<file path="src/hdl/pti_pkg.sv">
// Shared constants, types and the arctangent table of the planar twist integrator.
// Depends on nothing; every other file of the block imports it.
package pti_pkg;

  // Field and fixed-point formats
  localparam int FIELD_BITS   = 32;
  localparam int FRAC_BITS    = 16;
  localparam int TRIG_BITS    = 30;
  localparam int ANG_SHIFT    = TRIG_BITS - FRAC_BITS;
  localparam int ANG_BITS     = FIELD_BITS + ANG_SHIFT;
  localparam int RED_BITS     = 36;
  localparam int CORD_BITS    = 34;
  localparam int NUM_BITS     = 64;
  localparam int DEN_BITS     = ANG_BITS;
  localparam int QUO_BITS     = FIELD_BITS + 1;
  localparam int BAND_BITS    = 16;
  localparam int REDUCE_STEPS = 13;
  localparam int CORDIC_STEPS_DEF = 20;

  // Q30 constants
  localparam logic [ANG_BITS-1:0] TWO_PI_MAG = ANG_BITS'(64'd6746518852);
  localparam logic signed [RED_BITS-1:0] TWO_PI_Q30  = 36'sd6746518852;
  localparam logic signed [RED_BITS-1:0] PI_Q30      = 36'sd3373259426;
  localparam logic signed [RED_BITS-1:0] HALF_PI_Q30 = 36'sd1686629713;
  localparam logic signed [CORD_BITS-1:0] GAIN_Q30   = 34'sd652032874;
  localparam logic signed [CORD_BITS:0]   ONE_Q30    = 35'sd1073741824;

  // Word that rides along with each twist through every stage
  typedef struct packed {
    logic                         bypass;
    logic signed [FIELD_BITS-1:0] w;
    logic signed [FIELD_BITS-1:0] x;
    logic signed [FIELD_BITS-1:0] y;
  } side_t;

  typedef struct packed {
    logic                neg;
    logic [ANG_BITS-1:0] mag;
  } red_t;

  typedef struct packed {
    logic                        flip;
    logic signed [CORD_BITS-1:0] cx;
    logic signed [CORD_BITS-1:0] cy;
    logic signed [CORD_BITS-1:0] z;
  } cord_t;

  typedef struct packed {
    logic                neg_x;
    logic                neg_y;
    logic [NUM_BITS-1:0] rem_x;
    logic [NUM_BITS-1:0] rem_y;
    logic [QUO_BITS-1:0] q_x;
    logic [QUO_BITS-1:0] q_y;
    logic [DEN_BITS-1:0] d;
  } div_t;

  // Arctangent of 2^-i in Q30, truncated for i up to 26 and rounded above
  function automatic logic [CORD_BITS-1:0] atan_q30(input int idx);
    logic [CORD_BITS-1:0] v;
    unique case (idx)
      0:  v = 34'd843314856;
      1:  v = 34'd497837829;
      2:  v = 34'd263043836;
      3:  v = 34'd133525158;
      4:  v = 34'd67021686;
      5:  v = 34'd33543515;
      6:  v = 34'd16775850;
      7:  v = 34'd8388437;
      8:  v = 34'd4194282;
      9:  v = 34'd2097149;
      10: v = 34'd1048575;
      11: v = 34'd524287;
      12: v = 34'd262143;
      13: v = 34'd131071;
      14: v = 34'd65535;
      15: v = 34'd32767;
      16: v = 34'd16383;
      17: v = 34'd8191;
      18: v = 34'd4095;
      19: v = 34'd2047;
      20: v = 34'd1023;
      21: v = 34'd511;
      22: v = 34'd255;
      23: v = 34'd127;
      24: v = 34'd63;
      25: v = 34'd31;
      26: v = 34'd15;
      27: v = 34'd8;
      28: v = 34'd4;
      29: v = 34'd2;
      30: v = 34'd1;
      default: v = '0;
    endcase
    return v;
  endfunction

endpackage

</file>
<file path="src/hdl/pti_cordic_cell.sv">
// One rotation-mode CORDIC iteration, registered.
// Depends on pti_pkg for the word types and the arctangent table.
module pti_cordic_cell #(
  parameter int STEP = 0
) (
  input  logic           clk,
  input  logic           rst,
  input  logic           adv,
  input  logic           vld_i,
  input  pti_pkg::side_t side_i,
  input  pti_pkg::cord_t cord_i,
  output logic           vld_o,
  output pti_pkg::side_t side_o,
  output pti_pkg::cord_t cord_o
);
  import pti_pkg::*;

  localparam logic signed [CORD_BITS-1:0] ATAN = $signed(atan_q30(STEP));

  cord_t cord_next;

  // Rotate toward zero residual angle; zero counts as positive
  always_comb begin
    cord_next = cord_i;
    if (!cord_i.z[CORD_BITS-1]) begin
      cord_next.cx = cord_i.cx - (cord_i.cy >>> STEP);
      cord_next.cy = cord_i.cy + (cord_i.cx >>> STEP);
      cord_next.z  = cord_i.z - ATAN;
    end else begin
      cord_next.cx = cord_i.cx + (cord_i.cy >>> STEP);
      cord_next.cy = cord_i.cy - (cord_i.cx >>> STEP);
      cord_next.z  = cord_i.z + ATAN;
    end
  end

  always_ff @(posedge clk) begin
    if (rst) begin
      vld_o <= 1'b0;
    end else if (adv) begin
      vld_o <= vld_i;
    end
  end

  always_ff @(posedge clk) begin
    if (adv) begin
      side_o <= side_i;
      cord_o <= cord_next;
    end
  end

endmodule

</file>
<file path="config.mk">
export PLATFORM = sky130hd
export DESIGN_NAME = pti_cordic_cell
export DESIGN_NICKNAME = d
export VERILOG_FILES = /design/src/hdl/pti_pkg.sv /design/src/hdl/pti_cordic_cell.sv
export SDC_FILE = /design/constraint.sdc
export NUM_CORES = 1
export LEC_CHECK = 0
export BUFFER_PORTS_ARGS = -buffer_cell sky130_fd_sc_hd__buf_2
export CAP_MARGIN = 20
export CORE_UTILIZATION = 37
export DETAILED_ROUTE_END_ITERATION = 8
export GPL_TIMING_DRIVEN = 1
export HOLD_SLACK_MARGIN = 0.02
export SLEW_MARGIN = 40
export SYNTH_ARGS = -nofsm -noshare
export SYNTH_HDL_FRONTEND = slang
export SYNTH_SLANG_ARGS = --single-unit
</file>
<file path="constraint.sdc">
create_clock -name clk -period 4 [get_ports clk]
set_input_delay 0.8 -clock clk [delete_from_list [all_inputs] [get_ports clk]]
set_output_delay 0.8 -clock clk [all_outputs]
set_load 0.01 [all_outputs]
</file>
### Word level (Yosys, flattened, before mapping)

Cells that the tools add are included.

* add/sub/neg operators: 5
* multiplexer cells: 1

Operators with widths (number)
* 102-bit two-way mux: 1
* 34-bit subtractor: 2
* 34-bit by 31-bit adder with 34-bit output, second input constant: 1
* 34-bit adder: 1
* 34-bit by 31-bit subtractor with 34-bit output, second input constant: 1

* flip-flop bits (word level): 201
* output and inout port bits: 201
* logic and storage cells: 15

### Depth between registers and ports, before layout

* depth in word-level cells: 2
* depth in mapped cells: 13

### Worst setup path before layout

Ideal clock, no wire load.

* kind: input port to flip-flop
* start: input port cord_i[33] (netlist name)
* end: register cord_o[31] (netlist name) (data pin)
* setup time: 0.258 ns
* arrival: 3.893 ns
* required time: 3.742 ns
* slack: -0.151 ns
* cell stages on the path: 13
* cell sequence: inv_1 > clkbuf_1 > buf_1 > ha_1 > nand4_1 > nor3_1 > o221ai_1 > a31oi_1 > a41oi_1 > or2_2 > o311ai_0 > a21oi_1 > xnor2_1

RTL lines
* start, declared: RTL line pti_cordic_cell.sv:11 `input pti_pkg::cord_t cord_i,`
* end signal, assigned: RTL line pti_cordic_cell.sv:47 `cord_o <= cord_next;`
* end, declared: RTL line pti_cordic_cell.sv:14 `output pti_pkg::cord_t cord_o`

==> PnR_summary.wiki <==
{| class="wikitable"
! Metric !! Value
|-
| Cell count after synthesis || 1297
|-
| Final setup viols || 0
|-
| Final Hold Viols || 0
|-
| Gpl congestion || 0.914
|-
| Aggregate routed wire length || between 40 and 50 mm
|-
| Maximum vdd drop || 217 uV
|-
| Clock skew after layout || 0 ns
|-
| Path class of the lowest-slack min-delay path || primary input to flop
|-
| Number of warnings issued by yosys || 0
|-
| Total of flip-flops plus latches after synthesis || 200
|-
| Fill cell total of the finished layout || 3344
|-
| Switching fraction of total power || 0.331
|-
| Proportion of synthesized area in mux cells || 0.0107
|-
| Number of maximum-capacitance constraint violations || 0
|-
| Share of synthesized area occupied by flip-flops and latches || 0.456
|-
| Main combinational cell family by area after synthesis || compound AO/OA/AOI/OAI gates
|-
| Share of cells above drive strength 1 || 0.293
|-
| Library cell occupying the most area in the post-synthesis netlist || sky130_fd_sc_hd__edfxtp_1
|-
| Global-route wire length before repair || 67.3 mm
|-
| Area enclosed by the die boundary || 0.0363 sq mm
|-
| Fraction of the core area covered by cells at the end of the flow || 0.478
|-
| Critical path peak fanout || 5
|-
| Post-Synthesis Cell Area || 0.0131 sq mm
|-
| Site Rows || 68
|-
| Slew at the pin with the worst max-slew slack || 0.662 ns
|-
| Deepest clock path buffer count || 2
|-
| Syn-to-layout area delta || 26.4%
|-
| Total routing resource utilization after global routing || 0.245
|-
| Clock network fraction of total power || 0.264
|-
| Overall power || 0.00628 W
|-
| LEAKAGE || 7.36 nW
|-
| Commonest cells post-synth || sky130_fd_sc_hd__edfxtp_1, sky130_fd_sc_hd__a21oi_1, sky130_fd_sc_hd__ha_1, sky130_fd_sc_hd__inv_1, sky130_fd_sc_hd__nor2_1
|-
| Final Critical Period || 3.47 ns
|-
| Post-synthesis compound-gate area fraction || 0.195
|-
| Power share of the combinational group || 0.304
|-
| Post-route DRC || 0
|-
| Post-Synth Simple-Gate Area || 0.103
|-
| Number of buffers added to fix hold violations after cts || 0
|-
| Violation count after the first detailed-routing iteration || 930
|-
| Number of placed I/O pins || 405
|-
| Cts repair resizes || 0
|-
| Postcts setup bufs || 0
|-
| Run status || complete, no violations
|-
| Clock latency on the worst-skew pair || 0.43 ns
|-
| Category of the worst setup path launch point || primary input
|-
| Number of detailed-routing iterations run before antenna repair || 5
|-
| Async S/R FF share, synth || 0
|-
| Post-synthesis cell type count || 66
|-
| Total nets after synthesis || 1633
|-
| Port buffer count || approximately 400
|-
| Most numerous cell in the Yosys netlist || sky130_fd_sc_hd__edfxtp_1
|-
| Net switching power || roughly 0.0021 W
|-
| Area fraction of the dominant cell type after synthesis || 0.455
|-
| Die extent in y || around 190 um
|-
| CTS tree || built
|-
| Half-perimeter wire length of the detailed placement result || 37.3 mm
|-
| Top flip-flop cell by instance count after synthesis || sky130_fd_sc_hd__edfxtp_1
|-
| Number of routed nets with antenna violations || 0
|-
| Fmax achieved || ~0.29 GHz
|-
| Clock Pin Slew Worst Setup and Hold Paths || ~0.08 ns
|-
| Setup repair after global routing missed its margin || false
|-
| Period utilization || 0.867
|-
| Worst endpoint data arrival time || around 3.7 ns
|-
| Cell at the root of the clock tree || sky130_fd_sc_hd__clkbuf_16
|-
| Area of the core || 0.0347 sq mm
|-
| Pin count of the biggest net entering global routing || 79
|-
| Number of max-slew violations in the final report || 0
|-
| Biggest area contributors in the synthesized netlist || sky130_fd_sc_hd__edfxtp_1, sky130_fd_sc_hd__ha_1, sky130_fd_sc_hd__a21oi_1
|-
| Fraction of the mapped netlist area in adder cells || 0.128
|-
| Clk sinks || 200
|-
| Number of synthesized flops with an enable pin || 199
|-
| Number of H-tree levels || 4
|-
| Average wire per standard cell || 20.6 um
|-
| Final-layout setup total negative slack || 0 ns
|-
| Sequential power share || 0.431
|-
| Cts bufs inserted || 17
|-
| Vias post-DR || 11800
|-
| Initial Utilization || 0.378
|-
| Global route overflow || 0
|-
| Post-Synthesis Mean Instance Area || 10.1 sq um
|-
| Power per cell area || around 380 mW/mm^2
|-
| Setup Crit Path Kind || primary input to flop
|-
| Number of global-route vias before repair || 11400
|-
| Internal power || 0.00420 W
|-
| Final-stage net count || 2071
|-
| CP Data Required Time || approximately 4.2 ns
|-
| Synth Area in XOR/XNOR || 0.0593
|-
| Crit path capture type || flop
|-
| Vias per cell || 5.37
|-
| Headroom to the max-slew limit || 0.555
|-
| Die width || 190 um
|-
| Initial antenna violation count || 5
|}
==> state kept, by name, indices dropped and copies added (netlist names) <==
signal / count
side_o: 97
vld_o: 1
cord_o: 102
==> placed cells by master, fill, tap and decap left out, types with 16 or more instances in the layout <==
| master | count |
|---|---|
| sky130_fd_sc_hd__xnor2_1 | 73 |
| sky130_fd_sc_hd__o31ai_1 | 17 |
| sky130_fd_sc_hd__a21oi_1 | 156 |
| sky130_fd_sc_hd__nand3_1 | 17 |
| sky130_fd_sc_hd__inv_1 | 111 |
| sky130_fd_sc_hd__edfxtp_1 | 199 |
| sky130_fd_sc_hd__a21o_1 | 22 |
| sky130_fd_sc_hd__nor3_1 | 27 |
| sky130_fd_sc_hd__buf_2 | 402 |
| sky130_fd_sc_hd__o21bai_1 | 27 |
| sky130_fd_sc_hd__buf_4 | 58 |
| sky130_fd_sc_hd__ha_1 | 128 |
| sky130_fd_sc_hd__o21ai_0 | 84 |
| sky130_fd_sc_hd__nand2_1 | 59 |
| sky130_fd_sc_hd__clkbuf_16 | 17 |
| sky130_fd_sc_hd__nor2_1 | 97 |
| sky130_fd_sc_hd__xor2_1 | 16 |
| sky130_fd_sc_hd__a211oi_1 | 20 |
==> per-stage QoR <==
step / worst slack, ns / std cells / hold slack [ns] / cell area [sq um]
CTS: 0.581 / 2202 / 0.498 / 16600
detailed placement: 0.152 / 2171 / 0.506 / 16000
finish: 0.534 / 2205 / 0.519 / 16600
global route: 0.339 / 2205 / 0.502 / 16600
global placement: 0.193 / 2171 / 0.471 / 16000
floorplan: 0.162 / 1297 / 0.528 / 13100
==> logic make-up (layout without fill, tap and decap cells) <==
| kind of cell | count (synthesis) | after routing |
|---|---|---|
| AOI/OAI and AO/OA | 415 | 415 |
| xor gates and xnor gates | 89 | 89 |
| adders and majority gates | 132 | 132 |
| buffers and inverters | 163 | 613 |
| DFF | 200 | 200 |
| muxes | 14 | 14 |
| other | 0 | 3 |
| and+or+nand+nor | 284 | 284 |
==> per-layer routing <==
| metal | global-route usage | share of wire | up-vias |
|---|---|---|---|
| li1 | - | - | 5629 |
| met1 | 0.316 | 0.42 | 5669 |
| met2 | 0.416 | 0.49 | 487 |
| met3 | 0.0363 | 0.066 | 53 |
| met4 | 0.0883 | 0.027 | 2 |
| met5 | 0 | 0.00029 | - |
==> critical path, cell delays in order <==
cell                       delay, ns
sky130_fd_sc_hd__buf_2          0.12
sky130_fd_sc_hd__ha_1           0.25
sky130_fd_sc_hd__fa_1           0.43
sky130_fd_sc_hd__nor2b_1        0.18
sky130_fd_sc_hd__o211ai_1       0.22
sky130_fd_sc_hd__a31oi_1        0.15
sky130_fd_sc_hd__or3_1          0.40
sky130_fd_sc_hd__a311o_1        0.42
sky130_fd_sc_hd__nand4_1        0.16
sky130_fd_sc_hd__nand2_1        0.15
sky130_fd_sc_hd__a211oi_1       0.27
sky130_fd_sc_hd__xnor2_1        0.09
==> final timing paths <==
| check | from | end | slack, ns | cells after the start |
|---|---|---|---|---|
| worst max-delay path | cord_i[34] | cord_o[62] | 0.53 | 12 |
| worst min-delay path | rst | vld_o | 0.52 | 2 |
| worst max register to register | vld_o | vld_o | 3.39 | 2 |
| worst min register to register | vld_o | vld_o | 0.52 | 2 |
==> final cells by class <==
type	instances	area [sq um]	share of cell area
inverter	118	443	0.0267
antenna	3	7.51	0.000452
tap	455	569	0.0343
clock buffer	18	429	0.0258
multi-input combinational	934	6520	0.392
timing repair buffer	464	2510	0.151
clock inverter	13	133	0.00799
sequential	200	6000	0.361
==> power groups by stage <==
stage / registers [W] / clock network (W) / logic (W)
after CTS: 0.00271 / 0.00170 / 0.00191
after detailed placement: 0.00276 / 0 / 0.00190
after global routing: 0.00273 / 0.00177 / 0.00207
after global placement: 0.00275 / 0 / 0.00189
final: 0.00271 / 0.00166 / 0.00191
after floorplan: 0.00289 / 0 / 0.000898
Power figures use the tool's default switching activity.
