## src/hdl/pti_pkg.sv

```systemverilog
// Shared constants, types and the arctangent table of the planar twist integrator.
// Depends on nothing; every other file of the block imports it.
package pti_pkg;

  // Field and fixed-point formats
  localparam int FIELD_BITS   = 32;
  localparam int FRAC_BITS    = 16;
  localparam int TRIG_BITS    = 30;
  localparam int ANG_SHIFT    = TRIG_BITS - FRAC_BITS;
  localparam int ANG_BITS     = FIELD_BITS + ANG_SHIFT;
  localparam int RED_BITS     = 36;
  localparam int CORD_BITS    = 34;
  localparam int NUM_BITS     = 64;
  localparam int DEN_BITS     = ANG_BITS;
  localparam int QUO_BITS     = FIELD_BITS + 1;
  localparam int BAND_BITS    = 16;
  localparam int REDUCE_STEPS = 13;
  localparam int CORDIC_STEPS_DEF = 20;

  // Q30 constants
  localparam logic [ANG_BITS-1:0] TWO_PI_MAG = ANG_BITS'(64'd6746518852);
  localparam logic signed [RED_BITS-1:0] TWO_PI_Q30  = 36'sd6746518852;
  localparam logic signed [RED_BITS-1:0] PI_Q30      = 36'sd3373259426;
  localparam logic signed [RED_BITS-1:0] HALF_PI_Q30 = 36'sd1686629713;
  localparam logic signed [CORD_BITS-1:0] GAIN_Q30   = 34'sd652032874;
  localparam logic signed [CORD_BITS:0]   ONE_Q30    = 35'sd1073741824;

  // Word that rides along with each twist through every stage
  typedef struct packed {
    logic                         bypass;
    logic signed [FIELD_BITS-1:0] w;
    logic signed [FIELD_BITS-1:0] x;
    logic signed [FIELD_BITS-1:0] y;
  } side_t;

  typedef struct packed {
    logic                neg;
    logic [ANG_BITS-1:0] mag;
  } red_t;

  typedef struct packed {
    logic                        flip;
    logic signed [CORD_BITS-1:0] cx;
    logic signed [CORD_BITS-1:0] cy;
    logic signed [CORD_BITS-1:0] z;
  } cord_t;

  typedef struct packed {
    logic                neg_x;
    logic                neg_y;
    logic [NUM_BITS-1:0] rem_x;
    logic [NUM_BITS-1:0] rem_y;
    logic [QUO_BITS-1:0] q_x;
    logic [QUO_BITS-1:0] q_y;
    logic [DEN_BITS-1:0] d;
  } div_t;

  // Arctangent of 2^-i in Q30, truncated for i up to 26 and rounded above
  function automatic logic [CORD_BITS-1:0] atan_q30(input int idx);
    logic [CORD_BITS-1:0] v;
    unique case (idx)
      0:  v = 34'd843314856;
      1:  v = 34'd497837829;
      2:  v = 34'd263043836;
      3:  v = 34'd133525158;
      4:  v = 34'd67021686;
      5:  v = 34'd33543515;
      6:  v = 34'd16775850;
      7:  v = 34'd8388437;
      8:  v = 34'd4194282;
      9:  v = 34'd2097149;
      10: v = 34'd1048575;
      11: v = 34'd524287;
      12: v = 34'd262143;
      13: v = 34'd131071;
      14: v = 34'd65535;
      15: v = 34'd32767;
      16: v = 34'd16383;
      17: v = 34'd8191;
      18: v = 34'd4095;
      19: v = 34'd2047;
      20: v = 34'd1023;
      21: v = 34'd511;
      22: v = 34'd255;
      23: v = 34'd127;
      24: v = 34'd63;
      25: v = 34'd31;
      26: v = 34'd15;
      27: v = 34'd8;
      28: v = 34'd4;
      29: v = 34'd2;
      30: v = 34'd1;
      default: v = '0;
    endcase
    return v;
  endfunction

endpackage

```

## src/hdl/pti_div_cell.sv

```systemverilog
// One restoring division step for both translation lanes: quotient bit K.
// Depends on pti_pkg.
module pti_div_cell #(
  parameter int K = 0
) (
  input  logic          clk,
  input  logic          rst,
  input  logic          adv,
  input  logic          vld_i,
  input  pti_pkg::side_t side_i,
  input  pti_pkg::div_t  div_i,
  output logic          vld_o,
  output pti_pkg::side_t side_o,
  output pti_pkg::div_t  div_o
);
  import pti_pkg::*;

  localparam int CW = DEN_BITS + QUO_BITS;

  logic [CW-1:0] sub;
  div_t          div_next;

  // Subtract the shifted divisor from each remainder where it fits
  always_comb begin
    sub      = CW'(div_i.d) << K;
    div_next = div_i;
    if (CW'(div_i.rem_x) >= sub) begin
      div_next.rem_x  = div_i.rem_x - sub[NUM_BITS-1:0];
      div_next.q_x[K] = 1'b1;
    end
    if (CW'(div_i.rem_y) >= sub) begin
      div_next.rem_y  = div_i.rem_y - sub[NUM_BITS-1:0];
      div_next.q_y[K] = 1'b1;
    end
  end

  always_ff @(posedge clk) begin
    if (rst) begin
      vld_o <= 1'b0;
    end else if (adv) begin
      vld_o <= vld_i;
    end
  end

  always_ff @(posedge clk) begin
    if (adv) begin
      side_o <= side_i;
      div_o  <= div_next;
    end
  end

endmodule

```

## config.mk

```make
export PLATFORM = sky130hd
export DESIGN_NAME = pti_div_cell
export DESIGN_NICKNAME = d
export VERILOG_FILES = /design/src/hdl/pti_pkg.sv /design/src/hdl/pti_div_cell.sv
export SDC_FILE = /design/constraint.sdc
export NUM_CORES = 1
export LEC_CHECK = 0
export BUFFER_PORTS_ARGS = -buffer_cell sky130_fd_sc_hd__buf_2
export CAP_MARGIN = 20
export CELL_PAD_IN_SITES_DETAIL_PLACEMENT = 2
export CELL_PAD_IN_SITES_GLOBAL_PLACEMENT = 2
export CORE_AREA = 2 2 262 264
export CTS_CLUSTER_SIZE = 40
export DETAILED_ROUTE_END_ITERATION = 8
export DIE_AREA = 0 0 264 266
export GPL_TIMING_DRIVEN = 0
export PLACE_DENSITY_LB_ADDON = 0.05
export REMOVE_ABC_BUFFERS = 1
export SYNTH_ARGS = -nofsm -noshare
export SYNTH_HDL_FRONTEND = slang
export SYNTH_SLANG_ARGS = --single-unit
```

## constraint.sdc

```tcl
create_clock -name clk -period 3.7 [get_ports clk]
set_input_delay 0.37 -clock clk [delete_from_list [all_inputs] [get_ports clk]]
set_output_delay 0.37 -clock clk [all_outputs]
set_load 0.1 [all_outputs]
```

After elaboration in Yosys (flattened, before gate mapping)
Index checks and enable logic that the tools add are counted.

Word-level logic and storage cells: 20. Output and inout bits: 340. Register bits after elaboration: 340. Input bits: 343.

Mux-type cells: 2. Add/subtract/negate cells: 2. Order comparisons: 2.

Operators with widths (number): $ge A64 B46 Y1 (2); $mux W64 (2); $sub A64 B46 Y64 (2).

Longest topological paths before layout
Gate-level depths: netlist (run 1).

Depth in word-level cells: 2. Mapped depth: 13. Gate-level depth less buffers: 12.

Worst setup path after synthesis (run 1)
Ideal clock, no wire load.

Path kind: input to register. Start: input port div_i[112] (netlist name). End: register div_o[166] (netlist name) (data pin). Path buffers: 1. Arrival: 3046 ps. Setup time: 262 ps. Setup slack: 391 ps. Stages: 13. Path through: inv_1 ha_1 fa_1 nand2b_1 a211oi_2 nor2_2 o41ai_4 o211ai_2 a211o_1 or3_1 buf_6 nor3b_2 xor2_1.

RTL lines: from (decl) (line pti_div_cell.sv:11) `input pti_pkg::div_t div_i,`; to (signal assigned) (line pti_div_cell.sv:48) `div_o <= div_next;`; to (decl) (line pti_div_cell.sv:14) `output pti_pkg::div_t div_o`.

==> metrics.yaml, run 1 <==
run_status:
  status: "completed"
clock_network:
  htreeDepth: 2
  cts_made_buffers: 42
  cts_tree: "yes"
  clkSinkCount: 340
  cts_buffer_depth: 3
  cts-root-buf: "clkbuf_16"
  clkTransAtPathRegs_ns: 0.06
  insertion_delay_ns: 0.58
setup_path:
  crit_path_end_kind: "register"
  r2r_end: "vld_o"
  cp_data_required_time_ns: 4.03
  ff2ff_setup_slack_ns: 3.10
  crit_family: "simple AND/OR/NAND/NOR gates"
  critPathKind: "input pin to register"
  crit_fanout: 6
  crit_path_start_kind: "input pin"
  critPathBufInv: 3
  cp_cell_sequence: "dlygate4sd3_1 -> buf_2 -> inv_1 -> ha_1 -> nand2_1 -> nor4_1 -> o211ai_2 -> a211o_1 -> or3_1 -> nor3b_2 -> xor2_1"
  reg2regPathDepth: 2
  r2r-start: "vld_o"
  arrival_ns: 3.88
  cp_slowest_cell: "nor4_1"
  max_stage_delay_ns: 0.59
synth:
  ys_seq_area_share_pct: 57.2
  ys_ff_latch: 340
  synth_top_family_by_area: "compound AO/OA/AOI/OAI gates"
  avgSynthCellArea_um2: 11.5
  muxShareOfSynthArea_pct: 0.674
  synthArstFlopShare_pct: 0
  synth_fa_ha_area_share_pct: 6.68
  synth_compound_area_share_pct: 14.4
  synthDistinctLibCells: 84
  synth_cells: 1553
  ys.warnings.count: 0
  ys.flop_type: "edfxtp_1"
  synth_edf_count: 339
  synth_area_mm2: 0.0178
  synth-xor-area-share_pct: 5.70
  synth-simple-area-share_pct: 12.0
detailed_routing:
  routedWlPerCell_um: 25.8
  drt-total-wl_mm: 86.0
  num_vias: 16200
  avgViaCountPerCell: 4.85
  drc: 0
  dr.pass1.iters: 4
  postRouteAntennaNets: 0
  drt_iter0_drc: 646
timing:
  tns_ns: 0
  finalSetupViolations: 0
  clock.fmax_mhz: 281
  finalCritPeriodShare_pct: 96.0
  relSlewSlack_pct: 44.8
  hold_ws_ns: 0.0262
  hold_viol: 0
  worst_slew_pin_slew_ns: 0.807
  final.min_clock_period_ns: 3.55
  report.final.slew_viol_count: 0
  fin_skew_ns: 0
cells_and_area:
  drive_gt1_share_pct: 32.5
  areaGrowthSynthToFinish_pct: 43.3
  utilization_pct: 37.7
  fin_cells: 3336
  nets: 2851
  num-fill-cells: 7357
grt:
  antenna_found_initial: 24
  track_usage_pct: 23.8
  grt_pass1_wl_mm: 124
  grt-ovfl-total: 0
  grt_pass1_vias: 17800
  grt_max_degree: 106
worst_hold_path:
  hold_end: "div_o[12]"
  hp-start: "div_i[12]"
  hold_path.class: "input pin to register"
  hold_depth: 1
floorplan:
  initial_utilization_pct: 26.3
  rows: 96
  die_h_um: 266
  io-pin-count: 683
  die_w_um: 264
  core_area_mm2: 0.0677
  dieArea_mm2: 0.0702
placed_design:
  place_congestion: 0.834
  place_inst: 3058
  numPortBuffers: 682
  dp_hpwl_mm: 67.9
power:
  power.density_mw_per_mm2: 555
  ir_drop_mv: 0.353
  power.leakage_nw: 10.7
job:
  max_cap_violations: 0
## cell usage after synthesis, types with 3 or more instances
| cell type | instances | area share, % |
|---|---|---|
| edfxtp_1 | 339 | 57 |
| a21oi_1 | 191 | 5.4 |
| nor2_1 | 137 | 2.9 |
| nand2_1 | 107 | 2.3 |
| ha_1 | 92 | 6.5 |
| inv_1 | 76 | 1.6 |
| o21ai_0 | 70 | 2.0 |
| xnor2_1 | 64 | 3.1 |
| xor2_1 | 52 | 2.6 |
| clkbuf_1 | 45 | 0.95 |
| nand4_1 | 41 | 1.4 |
| a21o_1 | 26 | 1.1 |
| o21bai_1 | 24 | 1.0 |
| nand3_1 | 22 | 0.62 |
| nor3_1 | 22 | 0.62 |
| nor4_1 | 20 | 0.70 |
| nor2b_1 | 16 | 0.56 |
| o31ai_1 | 15 | 0.63 |
| o21a_1 | 13 | 0.55 |
| buf_2 | 12 | 0.34 |
| a31oi_1 | 9 | 0.32 |
| a21boi_0 | 8 | 0.34 |
| mux2_2 | 8 | 0.51 |
| nand2b_1 | 8 | 0.28 |
| or3_1 | 8 | 0.28 |
| a211oi_1 | 7 | 0.29 |
| or2_2 | 7 | 0.25 |
| and3_1 | 6 | 0.21 |
| nand3b_1 | 6 | 0.25 |
| o211ai_1 | 6 | 0.25 |
| nand4b_1 | 5 | 0.25 |
| o21ai_1 | 5 | 0.14 |
| o221ai_1 | 5 | 0.25 |
| a2111oi_0 | 3 | 0.15 |
| a211o_1 | 3 | 0.15 |
| and2_1 | 3 | 0.11 |
| buf_6 | 3 | 0.19 |
| mux2i_1 | 3 | 0.17 |
| nor3_2 | 3 | 0.17 |
| nor3b_1 | 3 | 0.13 |
| o2111ai_1 | 3 | 0.15 |
## cell families after synthesis
kind of cell / after synthesis
and+or+nand+nor: 433
muxes: 11
DFF: 340
AOI/OAI and AO/OA: 418
adders and majority gates: 94
buffers and inverters: 141
xor gates and xnor gates: 116
## what timing repair did
action	4_1_cts	5_1_grt
resized for setup	1	8
buffers inserted	0	1
pin swaps	0	2
endpoints found under the setup margin	1	25
hold endpoints to repair	193	0
hold buffers	193	0
## how the worst max path moves through the flow
stage,start,end,depth (start not counted)
finish,div_i[44],div_o[166],11
global route,div_i[44],div_o[166],11
CTS,div_i[44],div_o[235],13
detailed placement,div_i[0],div_o[167],12
global placement,adv,div_o[13],1
floorplan,div_i[176],div_o[228],12
## registers in the layout, indices dropped and copies added, names as in the netlist
signal and flops:
div_o 242, side_o 97, vld_o 1
## metrics by stage
stage               cell area [um2]  power (W)  worst slack, ns
CTS                           25500     0.0143           0.0271
floorplan                     17500    0.00876           -0.300
finish                        25500     0.0142            0.146
global route                  25500     0.0147        -0.000564
global placement              22000    0.00999            -3.12
detailed placement            22200     0.0100           -0.683
## layout make-up
type                            instances  area (um2)  share of cell area, %
Inverter                               76         285                   1.12
Clock inverter                         30         268                   1.05
Clock buffer                           46        1070                   4.17
Multi-Input combinational cell       1072        7100                   27.8
Antenna cell                            8        20.0                 0.0784
Sequential cell                       340       10200                   39.9
Timing Repair Buffer                  882        5500                   21.5
Tap cell                              882        1100                   4.32
## power by group
part | switching (W) | internal, W | total [W] | leakage (nW)
Combinational | 0.00422 | 0.00104 | 0.00526 | 6.73
Clock | 0.00177 | 0.00231 | 0.00408 | 0.641
Sequential | 0.000111 | 0.00473 | 0.00484 | 3.33
## placed cells by master, fill, tap and decap left out, types with 12 or more instances in the layout
master           n
inv_1           76
dlygate4sd3_1  193
o31ai_1         14
nor2b_1         16
nor4_1          20
o21bai_1        24
clkinv_1        12
buf_2          681
nor3_1          20
edfxtp_1       339
nand2_1        105
clkbuf_16       42
a21oi_1        191
nand3_1         22
nand4_1         41
a21o_1          26
o21a_1          13
o21ai_0         70
ha_1            92
xnor2_1         64
nor2_1         137
xor2_1          52
## metal layers
layer	up-vias	share of wire [%]	global-route usage (%)
met5	-	0.16	0
met4	22	3.1	7.80
met3	106	5.1	5.23
met2	420	50	42.1
met1	8097	41	28.7
li1	7537	-	-
## worst reg2reg max path: cells and delay by family (launching register included)
kind	cells	cell delay, ns
DFF	1	0.32
muxes	1	0.12
and+or+nand+nor	1	0.05
(Power assumes the default switching activity.)
==> run 2: changes to the inputs <==
--- a/config.mk
+++ b/config.mk
@@ -9,10 +9,10 @@
 export CAP_MARGIN = 20
 export CELL_PAD_IN_SITES_DETAIL_PLACEMENT = 2
 export CELL_PAD_IN_SITES_GLOBAL_PLACEMENT = 2
-export CORE_AREA = 2 2 262 264
+export CORE_AREA = 2 2 265 267
 export CTS_CLUSTER_SIZE = 40
 export DETAILED_ROUTE_END_ITERATION = 8
-export DIE_AREA = 0 0 264 266
+export DIE_AREA = 0 0 267 269
 export GPL_TIMING_DRIVEN = 0
 export PLACE_DENSITY_LB_ADDON = 0.05
 export REMOVE_ABC_BUFFERS = 1
==> constraint.sdc (replaced) <==
create_clock -name clk -period 4.5 [get_ports clk]
set_input_delay 0.45 -clock clk [delete_from_list [all_inputs] [get_ports clk]]
set_output_delay 0.45 -clock clk [all_outputs]
set_load 0.1 [all_outputs]
==> run 2 against run 1 <==
Total power fell by 18%; via count decreased by 4.7%; first-iteration DRC count decreased by 3.4%; routed wire length fell by 4.6%; sequential power fell by 18%; global-route usage fell by 1.6 points; sequential cell count stayed put; combinational power fell by 21%; die area grew 2.3%; clock-buffer cell count up 2; largest cell class unchanged.
==> metrics.yaml, run 2 (synthesis gave the netlist of run 1 again) <==
clock_network:
  cts_buffer_depth: 3  # unchanged
  htreeDepth: 2  # unchanged
  cts_made_buffers: 42  # unchanged
  clkSinkCount: 340  # unchanged
  post_cts_buffers: 0  # unchanged
  ctsResizeCount: 0  # -1
  cts_tree: "yes"
  hold_buffers: 18  # -91%
  insertion_delay_ns: 0.57  # about the same
  cts-root-buf: "clkbuf_16"
  clkTransAtPathRegs_ns: 0.06  # about the same
setup_path:
  crit_fanout: 5  # -1
  cp_cell_sequence: "buf_2 -> ha_1 -> fa_1 -> nand2b_1 -> a211oi_2 -> nor2_2 -> o41ai_4 -> o211ai_2 -> a211o_1 -> nor3b_1 -> nand3_1 -> xnor2_1"
  reg2regPathDepth: 2  # unchanged
  cp_data_required_time_ns: 4.82  # +0.79 ns
  cp_slowest_cell: "nor3b_1"
  crit_path_end_kind: "register"
  critPathKind: "input pin to register"
  r2r_end: "vld_o"
  max_stage_delay_ns: 0.66  # +0.07 ns
  crit_path_start_kind: "input pin"
  r2r-start: "vld_o"
  arrival_ns: 4.04  # +0.16 ns
  ff2ff_setup_slack_ns: 3.89  # +0.79 ns
  crit_family: "compound AO/OA/AOI/OAI gates"
  critPathBufInv: 1  # -2
timing:
  fin_ws_ns: 0.781  # +0.635 ns
  clock.fmax_mhz: 269
  fin_skew_ns: 0  # unchanged
  report.final.slew_viol_count: 0  # unchanged
  hold_viol: 0  # unchanged
  hold_ws_ns: 0.0365  # +0.0102 ns
  finalSetupViolations: 0  # unchanged
  relSlewSlack_pct: 43.3  # -1.5 points
  rsz0062_at_grt: "false"
  tns_ns: 0  # unchanged
  final.min_clock_period_ns: 3.72
  finalCritPeriodShare_pct: 82.6
  worst_slew_pin_slew_ns: 0.847  # +0.0397 ns
placed_design:
  pre_cts_slack_ns: 0.0914  # +0.774 ns
  place_inst: 3116  # +1.9%
  dp_hpwl_mm: 68.4  # +0.79%
  numPortBuffers: 682  # unchanged
  place_congestion: 0.857  # +2.7%
floorplan:
  die_h_um: 269  # +1.1%
  rows: 97  # +1.0%
  initial_utilization_pct: 25.7  # -0.59 points
  die_w_um: 267  # +1.1%
  core_area_mm2: 0.0693  # +2.3%
  dieArea_mm2: 0.0718  # +2.3%
  io-pin-count: 683  # unchanged
power:
  power.leakage_nw: 9.97  # -6.8%
  power.density_mw_per_mm2: 488  # -12%
  ir_drop_mv: 0.283  # -20%
run_status:
  status: "completed"
detailed_routing:
  drc: 0  # unchanged
  num_vias: 15400  # -4.7%
  drt-total-wl_mm: 82.1  # -4.6%
  routedWlPerCell_um: 25.5  # -1.2%
  drt_iter0_drc: 624  # -3.4%
  dr.pass1.iters: 4  # unchanged
  postRouteAntennaNets: 0  # unchanged
  avgViaCountPerCell: 4.79  # -1.3%
worst_hold_path:
  hp-start: "div_i[85]"
  hold_depth: 1  # unchanged
  hold_path.class: "input pin to register"
  hold_end: "div_o[85]"
cells_and_area:
  top_register: "div_o"
  utilization_pct: 34.5  # -3.2 points
  nets: 2675  # -6.2%
  top_regs: "div_o x242, side_o x97, vld_o x1"
  largest_reg_flops: 242  # unchanged
  drive_gt1_share_pct: 34.5  # +2.0 points
  layout.cells.most_common: "buf_2"
  fin_cells: 3221  # -3.4%
  layout_common_cells: "buf_2, edfxtp_1, a21oi_1"
  areaGrowthSynthToFinish_pct: 34.0
grt:
  grt_pass1_wl_mm: 117  # -5.9%
  antenna_found_initial: 30  # +25%
  grt_pass1_vias: 16600  # -6.5%
  grt-ovfl-total: 0  # unchanged
  track_usage_pct: 22.2  # -1.6 points
  grt_max_degree: 105  # -0.94%
job:
  max_cap_violations: 0  # unchanged
-- run 2: cell types whose count changed in the layout (fill, tap and decap cells not counted), moves of 2 or more --
cell,previous run,this run
bufinv_16,3,6
clkbuf_1,4,6
clkinv_1,12,14
clkinv_2,7,4
clkinvlp_4,4,2
dlygate4sd3_1,193,18
nor3_1,20,22
nor3_2,5,3
-- run 2: metal layers --
metal,global-route usage (%),vias to the layer above,routed length (um)
met1,25.9,7656,32600
li1,-,7179,-
met4,6.03,30,2040
met5,0,-,209
met2,40.1,441,41700
met3,5.89,119,5460
-- run 2: worst max-delay path by stage --
stage          cells past startpoint         end       start
2_1_floorplan                     12  div_o[228]  div_i[176]
3_3_place_gp                       1   div_o[93]         adv
3_5_place_dp                      12  div_o[167]    div_i[0]
4_1_cts                           12  div_o[167]    div_i[0]
5_1_grt                           12  div_o[167]   div_i[10]
6_report                          12  div_o[167]    div_i[0]
-- run 2: cell type report --
type                       instances  area, um2
antenna                            9       22.5
tap                              940       1180
fill                            7581      45400
sequential                       340      10200
clock inverter                    30        335
inverter                          76        285
multi-input combinational       1072       7050
clock buffer                      48       1070
timing repair buffer             706       3740
-- run 2: through the flow --
step,power [W],instance area [um2]
after floorplan,0.00720,17500
after global placement,0.00822,22100
after detailed placement,0.00822,22300
after CTS,0.0118,23900
after global routing,0.0121,23900
final,0.0117,23900
-- run 2: where the power goes --
| part | total, W | internal, W | switching, W |
|---|---|---|---|
| registers | 0.00397 | 0.00389 | 0.0000869 |
| logic | 0.00417 | 0.000751 | 0.00342 |
| clock network | 0.00351 | 0.00207 | 0.00143 |
| total | 0.0117 | 0.00671 | 0.00494 |
==> run 3: changes to the inputs <==
--- a/config.mk
+++ b/config.mk
@@ -9,10 +9,10 @@
 export CAP_MARGIN = 20
 export CELL_PAD_IN_SITES_DETAIL_PLACEMENT = 2
 export CELL_PAD_IN_SITES_GLOBAL_PLACEMENT = 2
-export CORE_AREA = 2 2 265 267
+export CORE_AREA = 2 2 262 264
 export CTS_CLUSTER_SIZE = 40
 export DETAILED_ROUTE_END_ITERATION = 8
-export DIE_AREA = 0 0 267 269
+export DIE_AREA = 0 0 264 266
 export GPL_TIMING_DRIVEN = 0
 export PLACE_DENSITY_LB_ADDON = 0.05
 export REMOVE_ABC_BUFFERS = 1
==> constraint.sdc (replaced) <==
create_clock -name clk -period 3.78 [get_ports clk]
set_input_delay 0.378 -clock clk [delete_from_list [all_inputs] [get_ports clk]]
set_output_delay 0.378 -clock clk [all_outputs]
set_load 0.1 [all_outputs]
==> run 3 against run 2 <==
Routed wire length up 4.6%; die area down 2.2%; sequential share of layout area down 2.7 points; setup slack worse by 0.58 ns; combinational power up 24%.
==> metrics.yaml, run 3 (synthesis gave the netlist of run 1 again) <==
floorplan:
  rows: 96  # -1.0%
  core_area_mm2: 0.0677  # -2.2%
  dieArea_mm2: 0.0702  # -2.2%
  initial_utilization_pct: 26.3  # +0.59 points
  io-pin-count: 683  # unchanged
  die_h_um: 266  # -1.1%
  die_w_um: 264  # -1.1%
timing:
  report.final.slew_viol_count: 0  # unchanged
  finalCritPeriodShare_pct: 94.6
  finalSetupViolations: 0  # unchanged
  hold_viol: 0  # unchanged
  worst_slew_pin_slew_ns: 0.818  # -0.0294 ns
  fin_skew_ns: 0  # unchanged
  relSlewSlack_pct: 45.0  # +1.7 points
  tns_ns: 0  # unchanged
  hold_ws_ns: 0.0331  # -0.00334 ns
  final.min_clock_period_ns: 3.58
  clock.fmax_mhz: 280
placed_design:
  place_congestion: 0.834  # -2.7%
  dp_hpwl_mm: 67.9  # -0.78%
  dpl_cell_area_mm2: 0.0222  # -0.33%
  place_inst: 3058  # -1.9%
  numPortBuffers: 682  # unchanged
detailed_routing:
  dr.pass1.iters: 5  # +1
  num_vias: 16100  # +4.5%
  wl_met1_mm: 35.6  # +9.0%
  postRouteAntennaNets: 0  # unchanged
  met3WireLength_mm: 4.38  # -20%
  avgViaCountPerCell: 4.84  # +1.0%
  drc: 0  # unchanged
  drt-total-wl_mm: 85.9  # +4.6%
  wl_met2_mm: 43.1  # +3.4%
  routedWlPerCell_um: 25.8  # +1.1%
  top_layer_used: "met5"
  drt_iter0_drc: 670  # +7.4%
power:
  p_seq_share_pct: 34.1  # about the same
  power.leakage_nw: 10.7  # +7.0%
  ir_drop_mv: 0.346  # +22%
  combPwrFrac_pct: 37.1  # +1.3 points
  p_sw_share_pct: 43.1  # +0.66 points
  pwr-share-clk_pct: 28.8  # -1.3 points
  power.density_mw_per_mm2: 544  # +12%
  p_switching_w: 0.00598  # +21%
  p_int_w: 0.00790  # +18%
cells_and_area:
  multi_input_area_mm2: 0.00709  # +0.48%
  num-fill-cells: 7356  # -3.0%
  stdcell_area_mm2: 0.0255  # +6.8%
  seqCellArea_mm2: 0.0102  # unchanged
  areaGrowthSynthToFinish_pct: 43.1
  drive_gt1_share_pct: 32.4  # -2.1 points
  fin_cells: 3333  # +3.5%
  top_register: "div_o"
  layout_common_cells: "buf_2, edfxtp_1, dlygate4sd3_1"
  largest_reg_flops: 242  # unchanged
  utilization_pct: 37.7  # +3.2 points
  top_regs: "div_o x242, side_o x97, vld_o x1"
  layout.cells.most_common: "buf_2"
  nets: 2849  # +6.5%
grt:
  grt_pass1_vias: 17700  # +6.9%
  track_usage_pct: 23.8  # +1.6 points
  antenna_found_initial: 23  # -23%
  grt-ovfl-total: 0  # unchanged
  grt_max_degree: 106  # +0.95%
  grt_pass1_wl_mm: 124  # +6.2%
setup_path:
  cp_data_required_time_ns: 4.11  # -0.71 ns
  cp_slowest_cell: "a2111oi_1"
  critPathKind: "input pin to register"
  arrival_ns: 3.90  # -0.14 ns
  reg2regPathDepth: 2  # unchanged
  ff2ff_setup_slack_ns: 3.18  # -0.71 ns
  max_stage_delay_ns: 0.63  # -0.03 ns
  r2r_end: "vld_o"
  crit_path_end_kind: "register"
  crit_path_start_kind: "input pin"
  crit_fanout: 9  # +4
  cp_cell_sequence: "buf_2 -> inv_1 -> ha_1 -> nand4_4 -> nor3_1 -> nand4_1 -> a2111oi_1 -> a2111oi_2 -> a211o_1 -> or3_1 -> nor3b_2 -> xor2_1"
  r2r-start: "vld_o"
clock_network:
  clkSinkCount: 340  # unchanged
  post_cts_buffers: 0  # unchanged
  cts_tree: "yes"
  cts-root-buf: "clkbuf_16"
  cts_made_buffers: 42  # unchanged
  clkTransAtPathRegs_ns: 0.06  # about the same
  cts_buffer_depth: 3  # unchanged
  insertion_delay_ns: 0.58  # about the same
  htreeDepth: 2  # unchanged
job:
  max_cap_violations: 0  # unchanged
run_status:
  status: "completed"
worst_hold_path:
  hold_path.class: "input pin to register"
  hold_end: "div_o[12]"
  hp-start: "div_i[12]"
  hold_depth: 1  # unchanged
## run 3: cell count changes in the layout (fill, tap and decap cells not counted), moves of 2 or more
cell / before / now
dlygate4sd3_1: 18 / 192
clkbuf_1: 6 / 4
clkinv_2: 4 / 7
clkinvlp_4: 2 / 4
diode_2: 9 / 7
clkinv_1: 14 / 12
bufinv_16: 6 / 3
## run 3: timing repair
action,in CTS,in global routing
gates resized for setup,0,7
endpoints found under the setup margin,0,19
hold buffers,192,0
endpoints found under the hold margin,192,0
## run 3: layout make-up
class / count / area share, %
repair buffers: 880 / 21.5
inverters: 76 / 1.12
clock inverters: 30 / 1.05
diodes: 7 / 0.0687
clock buffers: 46 / 4.18
flip-flops and latches: 340 / 40.0
multi-input cells: 1072 / 27.8
well taps: 882 / 4.33
## run 3: worst max path at each step
| stage | start | to | slack, ns | cells after the start |
|---|---|---|---|---|
| after detailed placement | div_i[0] | div_o[167] | -0.61 | 12 |
| after CTS | div_i[0] | div_o[167] | 0.03 | 12 |
| final | div_i[10] | div_o[166] | 0.20 | 12 |
| after global placement | adv | div_o[13] | -3.04 | 1 |
| after floorplan | div_i[176] | div_o[228] | -0.23 | 12 |
| after global routing | div_i[9] | div_o[166] | -0.05 | 12 |
## run 3: worst max-delay path: cells and delay by family
| kind | cells | cell delay [ns] |
|---|---|---|
| simple gates | 5 | 1.56 |
| compound gates | 3 | 1.14 |
| fa+ha+maj | 1 | 0.51 |
| buf+inv | 2 | 0.22 |
| xor+xnor | 1 | 0.10 |
## run 3: stage by stage
stage	total power (W)	setup slack (ns)
5_1_grt	0.0144	-0.0484
2_1_floorplan	0.00857	-0.228
6_report	0.0139	0.203
4_1_cts	0.0140	0.0254
3_5_place_dp	0.00978	-0.611
3_3_place_gp	0.00978	-3.04
## run 3: power groups by stage
stage               clock network, W  registers [W]  logic, W
detailed placement                 0        0.00481   0.00498
CTS                          0.00413        0.00474   0.00517
finish                       0.00400        0.00474   0.00515
global placement                   0        0.00484   0.00494
floorplan                          0        0.00760  0.000971
global route                 0.00425        0.00478   0.00538
## run 3: per-layer routing
layer / global-route usage, % / up-vias
met1: 28.7 / 8054
met2: 42.1 / 418
met5: 0 / -
li1: - / 7525
met3: 5.23 / 106
met4: 7.68 / 22
